[src/rtl/mle_pkg.sv]
`timescale 1ns / 1ps
`default_nettype none
// ----------------------------------------------------------------------------
// Maidenhead locator encoder package
// Shared widths, constants, types and digit tables for the locator encoder.
// ----------------------------------------------------------------------------
package mle_pkg;

	// Number of character pairs the encoder can produce per coordinate.
	localparam int unsigned NUM_PAIRS     = 5;
	localparam int unsigned DEFAULT_PAIRS = 3;
	localparam int unsigned FALLBACK_PAIRS =
		(DEFAULT_PAIRS < NUM_PAIRS) ? DEFAULT_PAIRS : NUM_PAIRS;

	// Field widths.
	localparam int unsigned LON_W   = 21;
	localparam int unsigned LAT_W   = 20;
	localparam int unsigned SUM_W   = 22;
	localparam int unsigned REM_W   = 20;
	localparam int unsigned DIV_W   = 21;
	localparam int unsigned CHAR_W  = 7;
	localparam int unsigned DIGIT_W = 5;
	localparam int unsigned POS_W   = $clog2(NUM_PAIRS);
	localparam int unsigned DATA_W  = 32;
	localparam int unsigned ADDR_W  = 3;

	// Offsets and clamp limits in units of 1/5760 degree.
	localparam int unsigned LON_OFFSET = 1036800;
	localparam int unsigned LAT_OFFSET = 518400;
	localparam int unsigned LON_MAX    = 2073599;
	localparam int unsigned LAT_MAX    = 1036799;

	// Place values in units of 1/5760 degree of latitude, which equal
	// units of 1/2880 degree of longitude once the longitude is halved.
	localparam int unsigned FIELD_UNITS  = 57600;
	localparam int unsigned SQUARE_UNITS = 5760;
	localparam int unsigned SUBSQ_UNITS  = 240;
	localparam int unsigned EXT_UNITS    = 24;
	localparam int unsigned PREC_UNITS   = 1;
	localparam int unsigned MAX_RADIX    = 24;

	// ASCII bases for letter and digit positions.
	localparam logic [CHAR_W-1:0] ASCII_A    = 7'd65;
	localparam logic [CHAR_W-1:0] ASCII_ZERO = 7'd48;

	// Register map, as word indexes.
	localparam logic [ADDR_W-3:0] REG_PAIR_COUNT = 1'b0;

	// Position of a character pair within the locator.
	typedef enum logic [POS_W-1:0] {
		POS_FIELD  = 3'd0,
		POS_SQUARE = 3'd1,
		POS_SUBSQ  = 3'd2,
		POS_EXT    = 3'd3,
		POS_PREC   = 3'd4
	} pos_t;

	typedef logic [NUM_PAIRS-1:0][CHAR_W-1:0] char_row_t;

	// One item travelling down the cell chain.
	typedef struct packed {
		char_row_t        lon_chars;
		char_row_t        lat_chars;
		logic [REM_W-1:0] lon_rem;
		logic [REM_W-1:0] lat_rem;
	} work_t;

	// Digit and remainder produced by one cell lane.
	typedef struct packed {
		logic [DIGIT_W-1:0] digit;
		logic [REM_W-1:0]   rem;
	} digit_res_t;

	// Radix of the digit at a position.
	function automatic logic [DIGIT_W-1:0] cell_radix(input pos_t pos);
		logic [DIGIT_W-1:0] r;
		case (pos)
			POS_FIELD:  r = 5'd18;
			POS_SQUARE: r = 5'd10;
			POS_SUBSQ:  r = 5'd24;
			POS_EXT:    r = 5'd10;
			POS_PREC:   r = 5'd24;
			default:    r = 5'd1;
		endcase
		return r;
	endfunction

	// k times the place value of a position; k is a constant after unrolling.
	function automatic logic [DIV_W-1:0] cell_multiple(input pos_t pos, input int unsigned k);
		logic [DIV_W-1:0] m;
		case (pos)
			POS_FIELD:  m = DIV_W'(k * FIELD_UNITS);
			POS_SQUARE: m = DIV_W'(k * SQUARE_UNITS);
			POS_SUBSQ:  m = DIV_W'(k * SUBSQ_UNITS);
			POS_EXT:    m = DIV_W'(k * EXT_UNITS);
			POS_PREC:   m = DIV_W'(k * PREC_UNITS);
			default:    m = '0;
		endcase
		return m;
	endfunction

	// Square and extended positions are numerals, the others letters.
	function automatic logic is_digit_pos(input pos_t pos);
		return (pos == POS_SQUARE) || (pos == POS_EXT);
	endfunction

endpackage
`default_nettype wire

[src/rtl/mle_cell.sv]
`timescale 1ns / 1ps
`default_nettype none
// ----------------------------------------------------------------------------
// Locator digit cell
// Extracts one mixed-radix digit from both remainders, writes its character
// into the item's row and hands the item with the new remainders onwards.
// ----------------------------------------------------------------------------
module mle_cell import mle_pkg::*; (
	input  wire logic  clk,
	input  wire logic  arst_n,
	input  wire pos_t  pos,
	input  wire logic  in_valid,
	output logic       in_ready,
	input  wire work_t in_work,
	output logic       out_valid,
	input  wire logic  out_ready,
	output work_t      out_work
);

	logic       valid_q;
	work_t      work_q;
	work_t      next_work;
	digit_res_t lon_res;
	digit_res_t lat_res;
	logic [CHAR_W-1:0] char_base;

	// Digit by parallel comparison against every multiple of the place value.
	function automatic digit_res_t extract(input logic [REM_W-1:0] value, input pos_t p);
		digit_res_t       res;
		logic [DIV_W-1:0] step;
		logic [DIV_W-1:0] sub;
		logic [DIGIT_W-1:0] radix;
		radix     = cell_radix(p);
		sub       = '0;
		res.digit = '0;
		for (int unsigned k = 1; k < MAX_RADIX; k++) begin
			step = cell_multiple(p, k);
			if ((DIGIT_W'(k) < radix) && ({1'b0, value} >= step)) begin
				res.digit = DIGIT_W'(k);
				sub       = step;
			end
		end
		res.rem = value - sub[REM_W-1:0];
		return res;
	endfunction

	// Digit extraction for both lanes and character encoding.
	always_comb begin
		lon_res   = extract(in_work.lon_rem, pos);
		lat_res   = extract(in_work.lat_rem, pos);
		char_base = is_digit_pos(pos) ? ASCII_ZERO : ASCII_A;
		next_work = in_work;
		next_work.lon_rem        = lon_res.rem;
		next_work.lat_rem        = lat_res.rem;
		next_work.lon_chars[pos] = char_base + CHAR_W'(lon_res.digit);
		next_work.lat_chars[pos] = char_base + CHAR_W'(lat_res.digit);
	end

	// The cell takes a new item when empty or when its item moves on.
	assign in_ready = !valid_q || out_ready;

	always_ff @(posedge clk or negedge arst_n) begin
		if (!arst_n) begin
			valid_q <= 1'b0;
		end else if (in_ready) begin
			valid_q <= in_valid;
		end
	end

	always_ff @(posedge clk) begin
		if (in_ready && in_valid) begin
			work_q <= next_work;
		end
	end

	assign out_valid = valid_q;
	assign out_work  = work_q;

endmodule
`default_nettype wire

[config.mk]
export PLATFORM = sky130hd
export DESIGN_NAME = mle_cell
export DESIGN_NICKNAME = d
export VERILOG_FILES = /design/src/rtl/mle_pkg.sv /design/src/rtl/mle_cell.sv
export SDC_FILE = /design/constraint.sdc
export NUM_CORES = 1
export LEC_CHECK = 0
export BUFFER_PORTS_ARGS = -buffer_cell sky130_fd_sc_hd__buf_2
export CAP_MARGIN = 20
export CELL_PAD_IN_SITES_DETAIL_PLACEMENT = 2
export CELL_PAD_IN_SITES_GLOBAL_PLACEMENT = 2
export CORE_ASPECT_RATIO = 1.75
export CORE_MARGIN = 8
export CORE_UTILIZATION = 35
export CTS_BUF_LIST = sky130_fd_sc_hd__clkbuf_2 sky130_fd_sc_hd__clkbuf_4 sky130_fd_sc_hd__clkbuf_8
export CTS_CLUSTER_SIZE = 12
export DETAILED_ROUTE_END_ITERATION = 10
export MAX_ROUTING_LAYER = met4
export PLACE_DENSITY = 0.81
export SETUP_SLACK_MARGIN = 0.05
export SYNTH_ARGS = -nofsm -noshare
export SYNTH_HDL_FRONTEND = slang
export SYNTH_SLANG_ARGS = --single-unit
[constraint.sdc]
create_clock -name clk -period 4.15 [get_ports clk]
set_input_delay 0.2075 -clock clk [delete_from_list [all_inputs] [get_ports clk]]
set_output_delay 0.2075 -clock clk [all_outputs]
set_load 0.01 [all_outputs]
==> impl_metrics.py, run 1 <==
metrics = {
    "logic_synthesis": {
        "yosysTopAreaCellShare_pct": 17.0,
        "yosysWarnings": 0,
        "synth_edf_count": 110,
        "synth.most_common_cell": "nand2_1",
        "syn_nets": 3007,
        "synth_area_leader_cell": "edfxtp_1",
        "synth_async_sr_flop_share_pct": 0.901,
        "syn_avg_cell_area_um2": 7.28,
        "ys_seq_area_share_pct": 17.1,
        "synth_common_cells": "330 x nand2_1, 226 x o21ai_0, 220 x ha_1",
        "syn_area_um2": 19400,
        "syn_inst": 2668,
        "synth.distinct_cells": 108,
        "ys.flop_type": "edfxtp_1",
        "synth_area_leaders": "edfxtp_1 17%, ha_1 14%, nand2_1 6.4%",
        "ys_ff_latch": 111,
    },
    "floorplanning": {
        "rows": 114,
        "die_w_um": 194,
        "ios": 229,
        "die_h_um": 328,
        "initial_core_util_pct": 35.3,
    },
    "status": {
        "status": "did not finish",
        "haltStage": "3_5_place_dp",
        "error": "[ERROR DPL-0033] detailed placement checks failed during check placement.",
    },
    "place": {
        "hpwl_um": 149000,
        "gp_congestion": 1.25,
        "io_buffers": 228,
    },
}
stage by stage:
stage | setup TNS, ps | instances | worst slack (ps) | hold slack [ps]
3_3_place_gp | -129380 | 4527 | -2490 | -18.1
2_1_floorplan | -57550 | 2668 | -1950 | -88.1
cell families after synthesis:
kind of cell,count (synthesis),synth area share [%]
and+or+nand+nor,1054,27.4
muxes,4,0.212
AOI/OAI and AO/OA,1000,34.4
buffers and inverters,238,4.77
xor gates and xnor gates,39,1.80
adders and majority gates,222,14.4
DFF,111,17.1
==> inputs of run 2 (changes only) <==
==> config.mk (replaced) <==
export PLATFORM = sky130hd
export DESIGN_NAME = mle_cell
export DESIGN_NICKNAME = d
export VERILOG_FILES = /design/src/rtl/mle_pkg.sv /design/src/rtl/mle_cell.sv
export SDC_FILE = /design/constraint.sdc
export NUM_CORES = 1
export LEC_CHECK = 0
export BUFFER_PORTS_ARGS = -buffer_cell sky130_fd_sc_hd__buf_2
export CAP_MARGIN = 20
export CORE_MARGIN = 8
export CORE_UTILIZATION = 25
export DETAILED_ROUTE_END_ITERATION = 10
export PLACE_DENSITY_LB_ADDON = 0.15
export SYNTH_ARGS = -nofsm -noshare
export SYNTH_HDL_FRONTEND = slang
export SYNTH_SLANG_ARGS = --single-unit
==> run 2 against run 1 <==
The flow now finishes, with violations (setup timing). Synthesized area unchanged. Synthesized cell count unchanged.
==> impl_metrics.py, run 2 <==
metrics = {
    "clock_network": {
        "numCtsBuffers": 9,
        "cts_htree_levels": 3,
        "clkSlewWorstSetupHoldPaths_ps": 80,
        "tritoncts": "yes",
        "clock_tree.root_cell": "clkbuf_16",
        "cts_num_sinks": 111,
        "insertion_delay_ps": 370,
        "clockBufferDepth": 2,
    },
    "sta": {
        "hold_viol": 0,
        "finalSetupViolCount": 77,
        "relSlewSlack_pct": 43.0,
        "finClkSkew_ps": 8.69,
        "fmax_mhz": 166,
        "period_share_pct": 145,
        "period_needed_ps": 6010,
        "fin_ws_ps": -1860,
        "grt_setup_unrepaired": "yes",
        "drv_slew": 0,
        "tightest_slew_ps": 855,
    },
    "status": {
        "status": "finished, violations left",
        "violations": "setup timing",
    },
    "logic_synthesis": {
        "synth.distinct_cells": 108,
        "syn_inst": 2668,
        "ys.flop_type": "edfxtp_1",
        "synth_async_sr_flop_share_pct": 0.901,
        "synth_area_leader_cell": "edfxtp_1",
        "syn_area_um2": 19400,
        "syn_nets": 3007,
        "yosysWarnings": 0,
        "yosysTopAreaCellShare_pct": 17.0,
        "synth_common_cells": "330 x nand2_1, 226 x o21ai_0, 220 x ha_1",
        "syn_avg_cell_area_um2": 7.28,
        "synth_edf_count": 110,
        "ys_seq_area_share_pct": 17.1,
        "synth_area_leaders": "edfxtp_1 17%, ha_1 14%, nand2_1 6.4%",
        "ys_ff_latch": 111,
        "synth.most_common_cell": "nand2_1",
    },
    "place": {
        "io_buffers": 228,
        "pre_cts_ws_ps": -2950,
        "dp_cells": 4940,
        "dpl_cell_area_um2": 30700,
        "hpwl_um": 112000,
        "gp_congestion": 1.07,
    },
    "layout": {
        "multi_input_area_um2": 18500,
        "finalNetCount": 4369,
        "largest_reg_flops": 110,
        "final_common_cell": "buf_4",
        "final-instance-count-excl-fill": 5077,
        "fin_area_um2": 35200,
        "postLayoutCoreUtil_pct": 45.6,
        "num-fill-cells": 7792,
        "drive_gt1_share_pct": 51.6,
        "layout_common_cells": "1180 x buf_4, 310 x nand2_1, 225 x buf_2, 176 x nor2_1, 166 x a21oi_1",
        "regArea_um2": 3330,
        "syn_to_final_growth_pct": 81.4,
    },
    "route": {
        "post_drt_wl_per_cell_um": 26.7,
        "route.detailed.drc": 0,
        "wirelength_um": 136000,
        "via_per_inst": 5.68,
        "drtIter0Drc": 2939,
        "via_count": 28800,
        "drtPass1Iterations": 5,
        "postRouteAntennaNets": 0,
    },
    "global_route": {
        "grt_pass1_wl_um": 193000,
        "grt_overflow": 0,
        "antenna_found_initial": 5,
        "grt_max_degree": 64,
        "grt_pass1_vias": 28300,
        "grt_use_total_pct": 29.6,
    },
    "power": {
        "power.clock.fraction_pct": 11.6,
        "power_w": 0.00835,
        "switching_share_pct": 43.1,
        "p_leak_nw": 15.2,
        "ir_drop_uv": 165,
        "internal-power_w": 0.00474,
        "pwr-share-seq_pct": 17.2,
        "switchingPower_w": 0.00360,
        "power_density_nw_per_um2": 237,
        "combPwrFrac_pct": 71.2,
    },
    "setup_path": {
        "cp.arrival_ps": 6140,
        "cp-start-kind": "input port",
        "slowest_delay_ps": 400,
        "cpMostUsedCell": "o21ai_2",
        "cp_slowest_cell": "nor4_2",
        "worstSetupPathType": "in2reg",
        "reg2reg_depth": 3,
        "cp-end-kind": "flip-flop",
        "required_ps": 4270,
        "critPathMaxFanout": 7,
    },
    "floorplanning": {
        "ios": 229,
        "die_w_um": 295,
        "initial_core_util_pct": 25.2,
        "rows": 102,
        "die_area_um2": 86900,
        "core_um2": 77200,
        "die_h_um": 295,
    },
    "min_path": {
        "min_path_type": "in2reg",
        "whs_path_depth": 2,
    },
    "job": {
        "drv_cap": 0,
    },
}
## run 2: cell counts after synthesis
No cell type changed its count.
## run 2: cell families after synthesis
| family | share of synthesized area, % |
|---|---|
| muxes | 0.212 |
| and+or+nand+nor | 27.4 |
| xor gates and xnor gates | 1.80 |
| AOI/OAI and AO/OA | 34.4 |
| buffers and inverters | 4.77 |
| DFF | 17.1 |
| adders and majority gates | 14.4 |
## run 2: power by group through the flow
stage               Combinational (W)  Sequential, W  Clock, W
finish                        0.00594        0.00144  0.000966
global route                  0.00626        0.00145   0.00104
CTS                           0.00551        0.00144  0.000996
detailed placement            0.00493        0.00146         0
global placement              0.00495        0.00146         0
floorplan                     0.00217        0.00153         0
## run 2: final cells by class
cell class	count	area share [%]
well taps	1040	3.69
clock inverters	7	0.288
diodes	2	0.0142
flip-flops and latches	111	9.44
clock buffers	9	0.639
multi-input cells	2319	52.6
repair buffers	1513	32.4
inverters	76	0.927
## run 2: critical path: cells and delay by family
family | cells | cell delay [ps]
adders and majority gates | 3 | 870
AOI/OAI and AO/OA | 15 | 2750
xor gates and xnor gates | 1 | 140
and+or+nand+nor | 8 | 1460
buffers and inverters | 6 | 690
## run 2: repair_timing
action	4_1_cts	5_1_grt
resized for setup	461	256
hold buffers	1	0
setup buffers	93	55
pin swaps	135	99
endpoints found under the hold margin	1	0
cloned	1	0
setup endpoints to repair	110	107
## run 2: worst paths after layout
check,from,endpoint,slack (ps)
max reg2reg,out_valid,out_work[5],2180
max,pos[2],out_work[38],-1860
max in group asynchronous,arst_n,out_valid,3940
min,in_valid,out_valid,40
min in group asynchronous,arst_n,out_valid,130
min reg2reg,out_valid,out_valid,560
## run 2: metal layers
layer	track usage, %	routed length (µm)	up-vias
li1	-	-	13100
met1	40.9	59800	14000
met2	45.6	58400	1472
met3	5.23	12200	279
met4	11.0	5360	2
met5	0	13	-
## run 2: stage by stage
step                TNS (ps)  hold slack [ps]
CTS                   -44560             27.3
detailed placement   -151530            -17.6
global placement     -148900            -17.3
finish                -48040             43.7
global route          -55250             40.0
floorplan             -57550            -88.1
Power figures use the tool's default switching activity.
