File: src/rtl/mle_pkg.sv
`timescale 1ns / 1ps
`default_nettype none
// ----------------------------------------------------------------------------
// Maidenhead locator encoder package
// Shared widths, constants, types and digit tables for the locator encoder.
// ----------------------------------------------------------------------------
package mle_pkg;

	// Number of character pairs the encoder can produce per coordinate.
	localparam int unsigned NUM_PAIRS     = 5;
	localparam int unsigned DEFAULT_PAIRS = 3;
	localparam int unsigned FALLBACK_PAIRS =
		(DEFAULT_PAIRS < NUM_PAIRS) ? DEFAULT_PAIRS : NUM_PAIRS;

	// Field widths.
	localparam int unsigned LON_W   = 21;
	localparam int unsigned LAT_W   = 20;
	localparam int unsigned SUM_W   = 22;
	localparam int unsigned REM_W   = 20;
	localparam int unsigned DIV_W   = 21;
	localparam int unsigned CHAR_W  = 7;
	localparam int unsigned DIGIT_W = 5;
	localparam int unsigned POS_W   = $clog2(NUM_PAIRS);
	localparam int unsigned DATA_W  = 32;
	localparam int unsigned ADDR_W  = 3;

	// Offsets and clamp limits in units of 1/5760 degree.
	localparam int unsigned LON_OFFSET = 1036800;
	localparam int unsigned LAT_OFFSET = 518400;
	localparam int unsigned LON_MAX    = 2073599;
	localparam int unsigned LAT_MAX    = 1036799;

	// Place values in units of 1/5760 degree of latitude, which equal
	// units of 1/2880 degree of longitude once the longitude is halved.
	localparam int unsigned FIELD_UNITS  = 57600;
	localparam int unsigned SQUARE_UNITS = 5760;
	localparam int unsigned SUBSQ_UNITS  = 240;
	localparam int unsigned EXT_UNITS    = 24;
	localparam int unsigned PREC_UNITS   = 1;
	localparam int unsigned MAX_RADIX    = 24;

	// ASCII bases for letter and digit positions.
	localparam logic [CHAR_W-1:0] ASCII_A    = 7'd65;
	localparam logic [CHAR_W-1:0] ASCII_ZERO = 7'd48;

	// Register map, as word indexes.
	localparam logic [ADDR_W-3:0] REG_PAIR_COUNT = 1'b0;

	// Position of a character pair within the locator.
	typedef enum logic [POS_W-1:0] {
		POS_FIELD  = 3'd0,
		POS_SQUARE = 3'd1,
		POS_SUBSQ  = 3'd2,
		POS_EXT    = 3'd3,
		POS_PREC   = 3'd4
	} pos_t;

	typedef logic [NUM_PAIRS-1:0][CHAR_W-1:0] char_row_t;

	// One item travelling down the cell chain.
	typedef struct packed {
		char_row_t        lon_chars;
		char_row_t        lat_chars;
		logic [REM_W-1:0] lon_rem;
		logic [REM_W-1:0] lat_rem;
	} work_t;

	// Digit and remainder produced by one cell lane.
	typedef struct packed {
		logic [DIGIT_W-1:0] digit;
		logic [REM_W-1:0]   rem;
	} digit_res_t;

	// Radix of the digit at a position.
	function automatic logic [DIGIT_W-1:0] cell_radix(input pos_t pos);
		logic [DIGIT_W-1:0] r;
		case (pos)
			POS_FIELD:  r = 5'd18;
			POS_SQUARE: r = 5'd10;
			POS_SUBSQ:  r = 5'd24;
			POS_EXT:    r = 5'd10;
			POS_PREC:   r = 5'd24;
			default:    r = 5'd1;
		endcase
		return r;
	endfunction

	// k times the place value of a position; k is a constant after unrolling.
	function automatic logic [DIV_W-1:0] cell_multiple(input pos_t pos, input int unsigned k);
		logic [DIV_W-1:0] m;
		case (pos)
			POS_FIELD:  m = DIV_W'(k * FIELD_UNITS);
			POS_SQUARE: m = DIV_W'(k * SQUARE_UNITS);
			POS_SUBSQ:  m = DIV_W'(k * SUBSQ_UNITS);
			POS_EXT:    m = DIV_W'(k * EXT_UNITS);
			POS_PREC:   m = DIV_W'(k * PREC_UNITS);
			default:    m = '0;
		endcase
		return m;
	endfunction

	// Square and extended positions are numerals, the others letters.
	function automatic logic is_digit_pos(input pos_t pos);
		return (pos == POS_SQUARE) || (pos == POS_EXT);
	endfunction

endpackage
`default_nettype wire

File: src/rtl/mle_ser.sv
`timescale 1ns / 1ps
`default_nettype none
// ----------------------------------------------------------------------------
// Locator pair serialiser
// Holds one finished locator and sends its character pairs one per item,
// marking the final pair.
// ----------------------------------------------------------------------------
module mle_ser import mle_pkg::*; (
	input  wire logic              clk,
	input  wire logic              arst_n,
	input  wire logic [POS_W-1:0]  pairs,
	input  wire logic              in_valid,
	output logic                   in_ready,
	input  wire work_t             in_work,
	output logic                   out_valid,
	input  wire logic              out_ready,
	output logic [CHAR_W-1:0]      lon_char,
	output logic [CHAR_W-1:0]      lat_char,
	output logic                   last_pair
);

	logic             valid_q;
	logic [POS_W-1:0] left_q;
	char_row_t        lon_q;
	char_row_t        lat_q;
	logic             last;
	logic             fire;

	assign last     = (left_q == '0);
	assign fire     = valid_q && out_ready;
	assign in_ready = !valid_q || (out_ready && last);

	// Control: a new locator loads as the final pair of the previous one leaves.
	always_ff @(posedge clk or negedge arst_n) begin
		if (!arst_n) begin
			valid_q <= 1'b0;
			left_q  <= '0;
		end else if (in_ready) begin
			valid_q <= in_valid;
			left_q  <= pairs - POS_W'(1);
		end else if (fire) begin
			left_q  <= left_q - POS_W'(1);
		end
	end

	// Character rows shift down so the current pair is always in slot zero.
	always_ff @(posedge clk) begin
		if (in_ready && in_valid) begin
			lon_q <= in_work.lon_chars;
			lat_q <= in_work.lat_chars;
		end else if (fire) begin
			lon_q <= {CHAR_W'(0), lon_q[NUM_PAIRS-1:1]};
			lat_q <= {CHAR_W'(0), lat_q[NUM_PAIRS-1:1]};
		end
	end

	assign out_valid = valid_q;
	assign lon_char  = lon_q[0];
	assign lat_char  = lat_q[0];
	assign last_pair = last;

endmodule
`default_nettype wire

File: config.mk
export PLATFORM = sky130hd
export DESIGN_NAME = mle_ser
export DESIGN_NICKNAME = d
export VERILOG_FILES = /design/src/rtl/mle_pkg.sv /design/src/rtl/mle_ser.sv
export SDC_FILE = /design/constraint.sdc
export NUM_CORES = 1
export LEC_CHECK = 0
export ABC_AREA = 1
export BUFFER_PORTS_ARGS = -buffer_cell sky130_fd_sc_hd__buf_2
export CORE_ASPECT_RATIO = 1.2
export CORE_UTILIZATION = 42
export DETAILED_ROUTE_END_ITERATION = 8
export HOLD_SLACK_MARGIN = 0.15
export MAX_ROUTING_LAYER = met4
export PLACE_DENSITY = 0.66
export SYNTH_ARGS = -nofsm -noshare
export SYNTH_HDL_FRONTEND = slang
export SYNTH_SLANG_ARGS = --single-unit
File: constraint.sdc
create_clock -name clk -period 5.7 [get_ports clk]
set_clock_uncertainty 0.1 [all_clocks]
set_input_delay 0.285 -clock clk [delete_from_list [all_inputs] [get_ports clk]]
set_output_delay 0.285 -clock clk [all_outputs]
set_load 0.01 [all_outputs]
Word-level counts from Yosys, hierarchy flattened
Cells that the tools add are included.

word-level totals
  output and inout bits = 17
  register bits after elaboration = 74

cells by class
  add/subtract/negate cells = 2
  reductions and logical operators = 8
  mux-type cells = 6

operators with widths
  operator             number
  $mux 35              4
  $mux 3               2
  $sub 3x1->3 const B  2
  $reduce_bool 2->1    2
  $logic_and 1x1->1    3
  $logic_not 3->1      1
  $logic_not 1->1      1
  $logic_or 1x1->1     1

Longest topological paths before layout
  depth after elaboration = 5
  gate-level depth with buffers = 10
  mapped depth without buffers = 10

Worst setup path before layout
No wires, ideal clock.

  kind = reg2reg
  from = register valid_q, in the netlist out_valid
  to = register lat_q (netlist bit lat_char[0]), enable pin
  path slack = 1035 ps
  arrival time = 4043 ps
  stages on the path, launching flop included = 4
  setup time = 521 ps
  path through = dfrtp_1 inv_1 nor2_1 a21oi_1

on the way
  word-level cells in the longest chain between the ends = 4
  elaborated cells on any way between the ends = 5

RTL lines
  item                             RTL line       text
  start: declaration               mle_ser.sv:22  logic valid_q;
  start signal: assignment         mle_ser.sv:39  valid_q <= in_valid;
  $logic_not 1->1                  mle_ser.sv:31  assign in_ready = !valid_q || (out_ready && last);
  $logic_or 1x1->1                 mle_ser.sv:31
  $logic_and 1x1->1                mle_ser.sv:48  if (in_ready && in_valid) begin
  $reduce_bool 2->1 (no line) (*)  -
  end signal: assignment           mle_ser.sv:50  lat_q <= in_work.lat_chars;
  end signal: assignment           mle_ser.sv:53  lat_q <= {CHAR_W'(0), lat_q[NUM_PAIRS-1:1]};
  end: declaration                 mle_ser.sv:25  char_row_t lat_q;

Mark *: on every way between the ends. The rest lies on a longest branch, timed or not.
A chain may end at the register's enable or synchronous reset.

Worst setup path in the final report
  from = input in_valid
  to = register lat_q (netlist bit lat_char[4]), enable pin

on the way
  word-level cells in the longest chain between the ends = 2

RTL lines
  item                         RTL line       text
  start: declaration           mle_ser.sv:12  input wire logic in_valid,
  $logic_and 1x1->1            mle_ser.sv:48
  $reduce_bool 2->1 (no line)  -

Every way passes these cells.

==> results.md <==
- On the worst path, the slowest cell contributes a delay of 920 ps.
- VDD sags by at most 0.148 mV.
- The cell with the largest stage delay on the worst path is sky130_fd_sc_hd__a21oi_4.
- The critical path goes through buf_2 -> inv_1 -> a21oi_4 -> buf_4.
- Dividing the detail-routed via count by the number of cells gives between 4 and 5.
- The routed design could run at a clock period as short as 2980 ps.
- The synthesized netlist net count is approximately 450.
- Of all nets on the critical path, the largest fanout is 58.
- The worst pin sits at a relative slew slack of 0.261.
- STA classifies the critical path startpoint as an input pin.
- The xor-xnor portion of the synthesized cell area is 0.
- Of the total synthesized cell area, the portion taken by AND, OR, NAND and NOR gates is 0.255.
- The number of sinks handled by clock tree synthesis is 74.
- After synthesis, the largest family of logic cells by area is simple AND/OR/NAND/NOR gates.
- The final count of pins violating max slew is 0.
- The number of buffer and inverter stages on the critical path is 3.
- The count of TritonRoute iterations in the first routing pass is 8.
- After layout, the design draws a total of around 0.0018 W.
- The number of gates resized after CTS was 0.
- The routed layout has about 2.6k vias.
- The run finished, with violations left.
- Pin placement for this block handled around 130 I/O pins.
- In this run, the number of DRC markers left after iteration 0 of detailed routing was 134.
- The fraction of final layout cells with drive strength greater than 1 is 0.268.
- The number of H-tree branching levels is 3.
- The routed length per placed instance is around 12 um.
- The effective utilization at floorplan is 0.442.
- The post-CTS clock slew at the launch and capture registers of the worst setup and hold paths is roughly 70 ps.
- In this run, synthesis produced a sequential element count of 74.
- The yosys synthesis warning count is 0.
- Yosys mapped a number of flops with a built-in enable equal to 70.
- The final-layout setup total negative slack is 0 ps.
- The fraction of the cycle the final worst path needs is 0.523.
- The largest net degree at the start of global routing is just over 70.
- The synthesized-area fraction occupied by ao, oa, aoi and oai cells was 0.00434.
- The layout overhead on the synthesized area is 28.3%.
- The clock network latency to the later pin of the worst-skew pair is roughly 340 ps.
- The most used flip-flop cell after synthesis is sky130_fd_sc_hd__edfxtp_1.
- TritonCTS built the clock tree.
- The die is between 100 and 150 um tall.
- The most common cell after layout, fill and taps aside is sky130_fd_sc_hd__nand2_1.
- The number of hold-repair buffers added at the cts stage is 42.
- The antenna cell count is 0.
- The total detailed-routing wirelength is approximately 6.6 mm.
- The number of maximum-capacitance constraint violations is 0.
- The floorplan has 35 rows.
- The hold violation total from the final report came to 0.
- The worst path setup slack after routing is roughly 2700 ps.
- The HPWL after detailed placement is about 3.8 mm.
- After synthesis, the share of flip-flops with an asynchronous set or reset is 0.0541.
- The die width is between 80 and 90 um.
- Counting every instance in the synthesized netlist gives 336.
- The core region is between 7000 and 8000 um2.
- The count of endpoints failing setup in the final report is 0.
- Once detail routing completed, the nets flagged for antenna violations numbered 0.
- A synthesized cell averages between 10 and 15 um2.
- The library cells used most frequently in the layout, excluding fill and tap cells, are sky130_fd_sc_hd__nand2_1 (123), sky130_fd_sc_hd__buf_2 (93), sky130_fd_sc_hd__edfxtp_1 (70).
- The slew of the pin with the lowest slew margin is roughly 1100 ps.
- During placement, the flow inserted port buffers numbering 93.
- The number of global-route vias before repair is between 2k and 2.5k.
- For this design the static power due to leakage is 2.08 nW.
- The root buffer cell chosen for the clock tree is sky130_fd_sc_hd__clkbuf_8.
- The wire length of the first global-routing pass is between 10 and 15 mm.
- The share of the yosys chip area belonging to registers is 0.636.
- The residual overflow from global routing is 0.
- The critical path in this run is classified as input pin to flop.
- The final weighted congestion of routability-driven global placement is 0.682.
- The critical path arrival is 2870 ps.
- The count of nets after finishing is 569.
- Buffers added to address setup during post-CTS repair amount to 0.
- The number of buffers inserted during clock tree synthesis is 9.
- Yosys attributes the largest share of cell area to sky130_fd_sc_hd__edfxtp_1 (61%), sky130_fd_sc_hd__nand2_1 (13%), sky130_fd_sc_hd__nand3_1 (8.7%).
- The checks that failed: DRC.
- The area share of the largest cell type after synthesis is 0.607.
- The required time of the critical path is about 5600 ps.
- The timing-limited maximum frequency is 0.336 GHz.
- The maximum number of buffers from clock root to sink is 2.
- The post-detailed-route DRC marker count is 4.
- The die covers around 8600 um2.
- Setup repair after global routing left no endpoint under its margin.
- The adder and majority cell fraction of the synthesized area is 0.00361.
- On the critical path the largest part of the delay comes from buffers and inverters.
- The total track usage is 0.163.
- The number of antenna violations at the first check in global routing is 0.
- STA classifies the critical path endpoint as a flop.
- OpenSTA, run right after detailed placement, puts the worst setup slack at approximately 2400 ps.
- The power per standard cell area is ~410 nW/um2.
- Summed over all instances, the cell type with the most area after synthesis is sky130_fd_sc_hd__edfxtp_1.
- Synthesis instantiated 20 different standard cells from the library.
- The post-synthesis instance area is around 3500 um2.
- Of the post-synthesis cell area, the part taken by muxes is 0.00289.
- The tightest min-delay check is of the input pin to flop type.
synth_stat cells, types with 2 or more instances:
cell type and count:
sky130_fd_sc_hd__nor2_2 10, sky130_fd_sc_hd__nor2_1 6, sky130_fd_sc_hd__dfrtp_1 4, sky130_fd_sc_hd__nand2_1 123, sky130_fd_sc_hd__buf_2 4, sky130_fd_sc_hd__nand2_4 2, sky130_fd_sc_hd__buf_4 19, sky130_fd_sc_hd__inv_1 20
sky130_fd_sc_hd__edfxtp_1 70, sky130_fd_sc_hd__clkbuf_1 2, sky130_fd_sc_hd__buf_6 8, sky130_fd_sc_hd__nand3_1 60
worst min-delay path: stages:
cell and delay [ps]:
sky130_fd_sc_hd__buf_2 70, sky130_fd_sc_hd__nand3_1 60, sky130_fd_sc_hd__nand2_1 60
flip-flops by register name, summed over array words and instances (netlist names):
name / count
lon_char: 7
lat_char: 7
lon_q: 28
left_q: 3
lat_q: 28
out_valid: 1
layout make-up:
cell class                      count  area (um2)
Fill cell                         698        3400
Clock buffer                       11         131
Multi-Input combinational cell    208         933
Clock inverter                      5        78.8
Timing Repair Buffer              137         903
Tap cell                           92         115
Sequential cell                    74        2200
Inverter                           21        78.8
through the flow:
step                cells  hold WS, ps  utilization  area (um2)
detailed placement    489        -2.55        0.485        3800
CTS                   547          150        0.566        4430
global route          548          155        0.567        4440
finish                548          159        0.567        4440
floorplan             336         -111            -        3460
global placement      489        -9.06        0.485        3800
path summary, 6_finish.rpt:
check	startpoint	end	slack, ps	depth (start not counted)
max	in_valid	lat_char[4]	2720	4
min	in_work[94]	lon_q[19]	160	3
max reg2reg	out_valid	lat_char[4]	3120	4
min reg2reg	lat_q[12]	lat_char[5]	410	2
max in group asynchronous	arst_n	left_q[2]	5200	2
min in group asynchronous	arst_n	left_q[0]	180	2
routing by layer:
| layer | share of wire | routed length [um] | track usage | vias to the layer above |
|---|---|---|---|---|
| met1 | 0.40 | 2680 | 0.154 | 1172 |
| met4 | 0.021 | 140 | 0.0795 | 0 |
| met3 | 0.035 | 230 | 0.0261 | 13 |
| met5 | 0 | 0 | - | - |
| li1 | - | - | - | 1326 |
| met2 | 0.54 | 3580 | 0.318 | 71 |
power breakdown:
part	total, W	leakage [nW]	switching [W]	internal, W
Combinational	0.000493	1.23	0.000315	0.000178
Sequential	0.000900	0.750	0.0000532	0.000847
Clock	0.000432	0.0972	0.000187	0.000246
kinds of logic (layout without fill, tap and decap cells):
logic type                 after synthesis  in the layout
DFF                                     74             74
and+or+nand+nor                        203            203
adders and majority gates                1              1
AOI/OAI and AO/OA                        3              3
buffers and inverters                   54            174
muxes                                    1              1
(Power assumes the default switching activity.)
